===== src/sv/cobsd_pkg.sv =====
`default_nettype none
package cobsd_pkg;

  localparam int unsigned MaxFrameBytes = 4096;

  localparam int unsigned ByteW  = 8;
  localparam int unsigned CountW = 13;
  localparam int unsigned KindW  = 3;
  localparam int unsigned CfgIdxW = 1;

  // Packed result data: data_byte, frame_length, zero fill to whole bytes
  localparam int unsigned OutDataW = 24;

  localparam logic [CountW-1:0] LimitCap = CountW'(MaxFrameBytes);
  localparam logic [CountW-1:0] MaxEncResetVal = CountW'(4096);

  localparam logic [ByteW-1:0] Delimiter = 8'h00;
  localparam logic [ByteW-1:0] MaxCode   = 8'hFF;

  typedef enum logic [KindW-1:0] {
    KIND_DATA      = 3'd0,
    KIND_OK        = 3'd1,
    KIND_MISMATCH  = 3'd2,
    KIND_TRUNCATED = 3'd3,
    KIND_OVERLONG  = 3'd4
  } kind_t;

  typedef enum logic [CfgIdxW-1:0] {
    REG_MAX_ENCODED_LENGTH = 1'b0,
    REG_EXPECTED_LENGTH    = 1'b1
  } cfg_reg_t;

endpackage
`default_nettype wire


===== src/sv/cobs_frame_decoder_core.sv =====
`default_nettype none
// An accepted input beat that yields a result has it registered in the output register.
// One input beat per cycle; input stalls only while a held result is not taken.
// Reset (rst_n low, synchronous): frame state cleared, output register emptied,
// max_encoded_length back to 4096 and expected_length back to 0.
module cobs_frame_decoder_core (
  input  wire logic                          clk,
  input  wire logic                          rst_n,
  // configuration write port
  input  wire logic                          cfg_we,
  input  wire logic [cobsd_pkg::CfgIdxW-1:0] cfg_index,
  input  wire logic [cobsd_pkg::CountW-1:0]  cfg_wdata,
  // received byte stream
  input  wire logic                          in_tvalid,
  output logic                               in_tready,
  input  wire logic [cobsd_pkg::ByteW-1:0]   in_tdata,   // [7:0] rx_byte
  // decoded stream
  output logic                               out_tvalid,
  input  wire logic                          out_tready,
  output logic [cobsd_pkg::OutDataW-1:0]     out_tdata,  // [7:0] data_byte, [20:8] frame_length,
                                                         // [23:21] zero
  output logic [cobsd_pkg::KindW-1:0]        out_tuser   // [2:0] kind
);
  import cobsd_pkg::*;

  // configuration registers
  logic [CountW-1:0] max_enc_len_r;
  logic [CountW-1:0] exp_len_r;

  // frame state
  logic [CountW-1:0] enc_count_r, enc_count_nxt;
  logic [ByteW-1:0]  blk_rem_r, blk_rem_nxt;
  logic              zero_pend_r, zero_pend_nxt;
  logic [CountW-1:0] dec_count_r, dec_count_nxt;

  // output register
  logic              out_valid_r;
  kind_t             out_kind_r, res_kind;
  logic [ByteW-1:0]  out_data_r, res_data;
  logic [CountW-1:0] out_len_r, res_len;
  logic              res_valid;

  logic              accept;
  logic [CountW-1:0] limit;
  logic [CountW-1:0] dec_inc;

  // Take a new beat whenever the output register is empty or is being drained.
  assign in_tready = !out_valid_r || out_tready;
  assign accept    = in_tvalid && in_tready;

  // Clamp the configured limit to the frame buffer size.
  assign limit   = (max_enc_len_r > LimitCap) ? LimitCap : max_enc_len_r;
  assign dec_inc = dec_count_r + CountW'(1);

  always_comb begin
    enc_count_nxt = enc_count_r;
    blk_rem_nxt   = blk_rem_r;
    zero_pend_nxt = zero_pend_r;
    dec_count_nxt = dec_count_r;
    res_valid     = 1'b0;
    res_kind      = KIND_DATA;
    res_data      = '0;
    res_len       = dec_count_r;

    if (in_tdata == Delimiter) begin
      // Delimiter: report the frame unless it was empty, then clear.
      if (enc_count_r != '0) begin
        res_valid = 1'b1;
        if (blk_rem_r != '0) begin
          res_kind = KIND_TRUNCATED;
        end else if (dec_count_r != exp_len_r) begin
          res_kind = KIND_MISMATCH;
        end else begin
          res_kind = KIND_OK;
        end
      end
      enc_count_nxt = '0;
      blk_rem_nxt   = '0;
      zero_pend_nxt = 1'b0;
      dec_count_nxt = '0;
    end else if (enc_count_r >= limit) begin
      // Overlong: drop this byte, report, resync on the next non-zero byte.
      res_valid     = 1'b1;
      res_kind      = KIND_OVERLONG;
      enc_count_nxt = '0;
      blk_rem_nxt   = '0;
      zero_pend_nxt = 1'b0;
      dec_count_nxt = '0;
    end else begin
      enc_count_nxt = enc_count_r + CountW'(1);
      if (blk_rem_r == '0) begin
        // Code byte: release the zero implied by the previous block, if any.
        zero_pend_nxt = (in_tdata != MaxCode);
        blk_rem_nxt   = in_tdata - ByteW'(1);
        if (zero_pend_r) begin
          res_valid     = 1'b1;
          dec_count_nxt = dec_inc;
          res_len       = dec_inc;
        end
      end else begin
        // Literal byte: pass it straight on.
        blk_rem_nxt   = blk_rem_r - ByteW'(1);
        dec_count_nxt = dec_inc;
        res_valid     = 1'b1;
        res_data      = in_tdata;
        res_len       = dec_inc;
      end
    end
  end

  always_ff @(posedge clk) begin
    if (!rst_n) begin
      max_enc_len_r <= MaxEncResetVal;
      exp_len_r     <= '0;
    end else if (cfg_we) begin
      case (cfg_index)
        REG_MAX_ENCODED_LENGTH: max_enc_len_r <= cfg_wdata;
        REG_EXPECTED_LENGTH:    exp_len_r     <= cfg_wdata;
        default: ;
      endcase
    end
  end

  always_ff @(posedge clk) begin
    if (!rst_n) begin
      enc_count_r <= '0;
      blk_rem_r   <= '0;
      zero_pend_r <= 1'b0;
      dec_count_r <= '0;
    end else if (accept) begin
      enc_count_r <= enc_count_nxt;
      blk_rem_r   <= blk_rem_nxt;
      zero_pend_r <= zero_pend_nxt;
      dec_count_r <= dec_count_nxt;
    end
  end

  // Output register: load on an accepted beat that yields a result, drop once taken.
  always_ff @(posedge clk) begin
    if (!rst_n) begin
      out_valid_r <= 1'b0;
    end else if (accept) begin
      out_valid_r <= res_valid;
    end else if (out_tready) begin
      out_valid_r <= 1'b0;
    end
  end

  always_ff @(posedge clk) begin
    if (accept && res_valid) begin
      out_kind_r <= res_kind;
      out_data_r <= res_data;
      out_len_r  <= res_len;
    end
  end

  assign out_tvalid = out_valid_r;
  assign out_tdata  = {(OutDataW - ByteW - CountW)'(0), out_len_r, out_data_r};
  assign out_tuser  = out_kind_r;

endmodule
`default_nettype wire

===== config.mk =====
export PLATFORM = sky130hd
export DESIGN_NAME = cobs_frame_decoder_core
export DESIGN_NICKNAME = d
export VERILOG_FILES = /design/src/sv/cobsd_pkg.sv /design/src/sv/cobs_frame_decoder_core.sv
export SDC_FILE = /design/constraint.sdc
export NUM_CORES = 1
export LEC_CHECK = 0
export ABC_AREA = 1
export BUFFER_PORTS_ARGS = -buffer_cell sky130_fd_sc_hd__buf_4
export CAP_MARGIN = 20
export CORE_ASPECT_RATIO = 1.25
export CORE_MARGIN = 5
export CORE_UTILIZATION = 58
export CTS_CLUSTER_DIAMETER = 100
export CTS_CLUSTER_SIZE = 14
export DETAILED_ROUTE_END_ITERATION = 7
export PLACE_DENSITY = 0.8
export SYNTH_ARGS = -nofsm -noshare
export SYNTH_HDL_FRONTEND = slang
export SYNTH_SLANG_ARGS = --single-unit

===== constraint.sdc =====
create_clock -name clk -period 3.4 [get_ports clk]
set_clock_uncertainty 0.15 [all_clocks]
set_input_delay 0.17 -clock clk [delete_from_list [all_inputs] [get_ports clk]]
set_output_delay 0.17 -clock clk [all_outputs]
set_load 0.03 [all_outputs]

* After elaboration in Yosys (flattened, before gate mapping)
Cells that the tools add are included.
Word-level totals: word-level logic and storage cells 60, output and inout port bits 29, register bits after elaboration 86
Operators by class: $lt $le $gt $ge 2, multiplexer cells 27, reductions and logical operators 14, bitwise logic cells 1, equality and inequality tests 2, add/subtract/negate cells 4
Operators with widths (number):
- 13-bit 2-to-1 mux | 9
- 13-bit by 1-bit adder with 13-bit output, second input constant | 2
- 8-bit 2-to-1 mux | 3
- 8-bit zero test | 2
- 8-bit by 1-bit subtractor with 8-bit output, second input constant | 2
- 13-bit >= comparator | 1
- 13-bit > comparator, second input constant | 1
- 13-bit != test | 1
- 13-bit nonzero test | 1
- 1-bit 2-to-1 mux | 10
- 8-bit != test, second input constant | 1
- 8-bit nonzero test | 1
- 2-bit 2-to-1 mux | 3
- 3-bit 2-to-1 mux | 2
- 2-bit AND reduction | 3
- 3-bit nonzero test | 1
- 3-bit OR reduction | 1
- 1-bit logical AND | 2
- 2-bit nonzero test | 1
- 1-bit zero test | 1
- 1-bit logical OR | 1
- 1-bit inverter | 1

* Logic depth before layout (Yosys ltp)
depth in word-level cells 6, mapped depth 15, mapped depth without buffers 15

* Worst setup path after synthesis
Ideal clock, no wire load.
path type register to register, start point register max_enc_len_r[3], end point register out_data_r[0], enable pin, data required time 2.871 ns, path buffers 0, stages on the path, launching flop included 16, arrival 2.433 ns, path slack 0.438 ns, cells stage by stage dfxtp_1 > nor4_1 > nand4_1 > nand2_1 > nand2_1 > ha_1 > nand2_1 > nor2_1 > nand2_1 > nor2_1 > nor2_1 > nand4_2 > inv_2 > nand2_1 > nand3_1 > inv_1
Between the ends: cells in the longest elaborated chain, start to end 6
Ends and longest elaborated chain:
- from (decl) | RTL line cobs_frame_decoder_core.sv:27 | logic [CountW-1:0] max_enc_len_r;
- from (signal assigned) | RTL line cobs_frame_decoder_core.sv:113 | max_enc_len_r <= MaxEncResetVal;
- from (signal assigned) | RTL line cobs_frame_decoder_core.sv:117 | REG_MAX_ENCODED_LENGTH: max_enc_len_r <= cfg_wdata;
- 13-bit > comparator | RTL line cobs_frame_decoder_core.sv:52 | assign limit = (max_enc_len_r > LimitCap) ? LimitCap : max_enc_len_r;
- 13-bit 2-to-1 mux (*) | RTL line cobs_frame_decoder_core.sv:52
- 13-bit >= comparator (*) | RTL line cobs_frame_decoder_core.sv:81 | end else if (enc_count_r >= limit) begin
- 1-bit 2-to-1 mux (*) | RTL line cobs_frame_decoder_core.sv:81
- 1-bit 2-to-1 mux (*) | RTL line cobs_frame_decoder_core.sv:65 | if (in_tdata == Delimiter) begin
- 1-bit logical AND (*) | RTL line cobs_frame_decoder_core.sv:150 | if (accept && res_valid) begin
- to (signal assigned) | RTL line cobs_frame_decoder_core.sv:152 | out_data_r <= res_data;
- to (decl) | RTL line cobs_frame_decoder_core.sv:39 | logic [ByteW-1:0] out_data_r, res_data;
Every way passes the cells marked *; elsewhere a longest branch is shown, timed or not. A chain may end at the register's enable or synchronous reset.

* Worst setup path after layout
start point register max_enc_len_r[3], end point register out_len_r[9], enable pin
Between the ends: cells in the longest elaborated chain, start to end 6
Ends and longest elaborated chain:
- 13-bit > comparator | RTL line cobs_frame_decoder_core.sv:52
- 13-bit 2-to-1 mux (*) | RTL line cobs_frame_decoder_core.sv:52
- 13-bit >= comparator (*) | RTL line cobs_frame_decoder_core.sv:81
- 1-bit 2-to-1 mux (*) | RTL line cobs_frame_decoder_core.sv:81
- 1-bit 2-to-1 mux (*) | RTL line cobs_frame_decoder_core.sv:65
- 1-bit logical AND (*) | RTL line cobs_frame_decoder_core.sv:150
- to (signal assigned) | RTL line cobs_frame_decoder_core.sv:153 | out_len_r <= res_len;
- to (decl) | RTL line cobs_frame_decoder_core.sv:40 | logic [CountW-1:0] out_len_r, res_len;
Marked as above.

==> impl_metrics.toml <==
[synthesis]
ys_warn_count = 0
ys_ff_latch = 86
syn_inst = 581
synth.top_cell.area_share = 0.281
postSynthAreaPerCell_sq_um = 7.61
ys.flop_type = "dfxtp_1"
yosysSeqAreaShare = 0.444
yosysTopAreaCell = "dfxtp_1"
synthTopCellsByArea = "dfxtp_1 (28%), edfxtp_1 (16%), nor2_1 (8.3%)"
synth.distinct_cells = 35
synth_edf_count = 24
synth_area_sq_um = 4420
ys_async_sr_fraction = 0

[layout]
finalInstanceArea_sq_um = 5250
antennaDiodeCount = 0
area_growth_pct = 18.7
drive_gt1_frac = 0.143
final_nets = 688
finalNonFillerCells = 741
fillers = 585
post-route-util = 0.709

[pwr]
p_leak_uw = 0.00230
ir_drop_mv = 0.546
pwr_density_cell_nw_per_um2 = 797

[global_routing]
grt_overflow_total = 0
antenna_found_initial = 0
grt_pass1_vias = 3748
grt_usage = 0.220
grt_pass1_wl_mm = 16.6
grt_max_degree = 43

[floorplan]
core-area_sq_um = 7400
die_y_um = 108
die-area_sq_um = 9480
io_pins = 56
floorplan.initialDensity = 0.597
fp.dieW_um = 88.1
placementRows = 35

[routing]
routed-wl-met2_mm = 5.00
wl_per_cell_um = 13.3
num_vias = 3982
viasPerCell = 5.37
routed_wl_mm = 9.84
routed.top_layer = "met4"
antenna_left = 0
first_pass_iters = 5
dr_wl_met3_um = 593
wl_met1_mm = 4.03
drcViolationCount = 0
drt_iter0_markers = 255

[critical_path]
worstSetupStartpointType = "register"
cp.required_ps = 3290
critical_path_class = "register to register"
rrSetupSlack_ps = 330
worst_ep_arrival_time_ps = 2960
crit_fanout = 24
cp-end-kind = "register"

[cts]
cts_tree = "done"
cts.sinks = 86
cts_buffers = 9
clk-insertion-delay-late_ps = 360
clk_pin_slew_ps = 90
cts_max_level = 3
cts_resized = 0
clockBufferDepth = 2
ctsHoldBuffers = 15
post-cts-setup-buffers = 0
cts_root_buffer = "clkbuf_8"

[timing]
fmax_mhz = 326
worstMarginPinSlew_ps = 797
setup_viol = 0
drv_slew = 0
hold_viol_final = 0
tns_ps = 0
period_needed_ps = 3070
maxSlewHeadroom = 0.466
min_period_over_period = 0.903
rsz0062_at_grt = "false"

[placement]
placed_cell_area_sq_um = 4850
dp_hpwl_mm = 7.23
gp_congestion = 0.856
numPortBuffers = 52
dp_cells = 710

[job]
drv_cap = 0

[hold_path]
hp-class = "input port to register"

[run_status]
status = "complete, no violations"
logic make-up (layout without fill, tap and decap cells):
group                      count (synthesis)  count (layout)  share of synthesized area
and+or+nand+nor                          269             269                      0.266
AOI/OAI and AO/OA                        110             110                      0.133
DFF                                       86              86                      0.444
adders and majority gates                 17              17                     0.0481
xor gates and xnor gates                  15              15                     0.0297
buffers and inverters                     83             149                     0.0778
other                                      1               3                   0.000848
path summary, 6_finish.rpt:
check	startpoint	endpoint	cells past startpoint
setup / recovery	max_enc_len_r[3]	out_len_r[9]	16
hold / removal	in_tdata[0]	out_data_r[0]	3
setup reg to reg	max_enc_len_r[3]	out_len_r[9]	16
hold reg to reg	zero_pend_r	zero_pend_r	2
layout make-up:
class / instances / area (sq um) / area share
multi-input cells: 414 / 2120 / 0.404
flip-flops and latches: 86 / 1960 / 0.374
repair buffers: 71 / 571 / 0.109
inverters: 62 / 233 / 0.0444
clock buffers: 12 / 188 / 0.0358
well taps: 92 / 115 / 0.0219
clock inverters: 4 / 56.3 / 0.0107
power by group:
part | total, uW | leakage [uW] | switching [uW] | internal, uW
logic | 1840 | 0.00143 | 1220 | 620
clock network | 829 | 0.000125 | 373 | 456
registers | 1510 | 0.000744 | 135 | 1370
routing by layer:
layer  global-route usage  up-vias
li1                     -     2034
met4               0.0907        0
met2                0.373      113
met5                    0        -
met1                0.274     1818
met3               0.0360       17
state kept, by name (all words and copies together) (netlist names):
name	cells
exp_len_r	13
out_tvalid	1
out_data_r	8
blk_rem_r	8
zero_pend_r	1
max_enc_len_r	13
dec_count_r	13
enc_count_r	13
out_tuser	3
out_len_r	13
stage by stage:
stage,worst slack [ps],hold WS [ps],total power [uW]
final,330,15.9,4180
after detailed placement,369,264,3350
after CTS,346,5.15,4200
after global routing,8.66,10.1,4470
after global placement,517,259,3290
after floorplan,438,149,2900
cell usage after synthesis, types with 2 or more instances:
cell type  instances
a21boi_0           2
a21oi_1           33
a21oi_2            6
buf_2              2
buf_4              5
clkbuf_1          13
dfxtp_1           62
edfxtp_1          24
ha_1              17
inv_1             61
nand2_1           97
nand2_2            6
nand3_1           30
nand3b_1           2
nand4_1           10
nor2_1            98
nor2_4             2
nor3_1             6
nor3b_1            4
nor4_1             7
o211ai_1           2
o21ai_0           64
or2_2              3
xnor2_1            5
xor2_1            10
worst max-delay path, cell delays in order (launching register included):
cell	delay (ps)
dfxtp_1	330
nor4_1	330
nand4_1	160
nand2_1	260
nand2_1	90
ha_1	300
nand2_1	70
nor2_1	160
nand2_1	70
nor2_1	110
nor2_1	70
nand4_2	110
inv_2	50
nand2_1	50
nand3_1	80
inv_1	70
buf_4	280
cells in the final DEF, fill, tap and decap left out, types with 2 or more instances in the layout:
master	netlist	routed
nor3b_1	4	4
dlygate4sd3_1	0	15
xor2_1	10	10
nand3b_1	2	2
nor3_1	6	6
nor2_4	2	2
clkbuf_16	0	2
nand2_1	97	97
o21ai_0	64	64
xnor2_1	5	5
clkbuf_8	0	10
a21oi_2	6	6
nand2_2	6	6
nor2_1	98	98
ha_1	17	17
nor4_1	7	7
a21oi_1	33	33
inv_1	61	61
edfxtp_1	24	24
conb_1	1	3
buf_4	5	56
nand3_1	30	30
dfxtp_1	62	62
a21boi_0	2	2
nand4_1	10	10
or2_2	3	3
o211ai_1	2	2
Power figures use the tool's default switching activity.
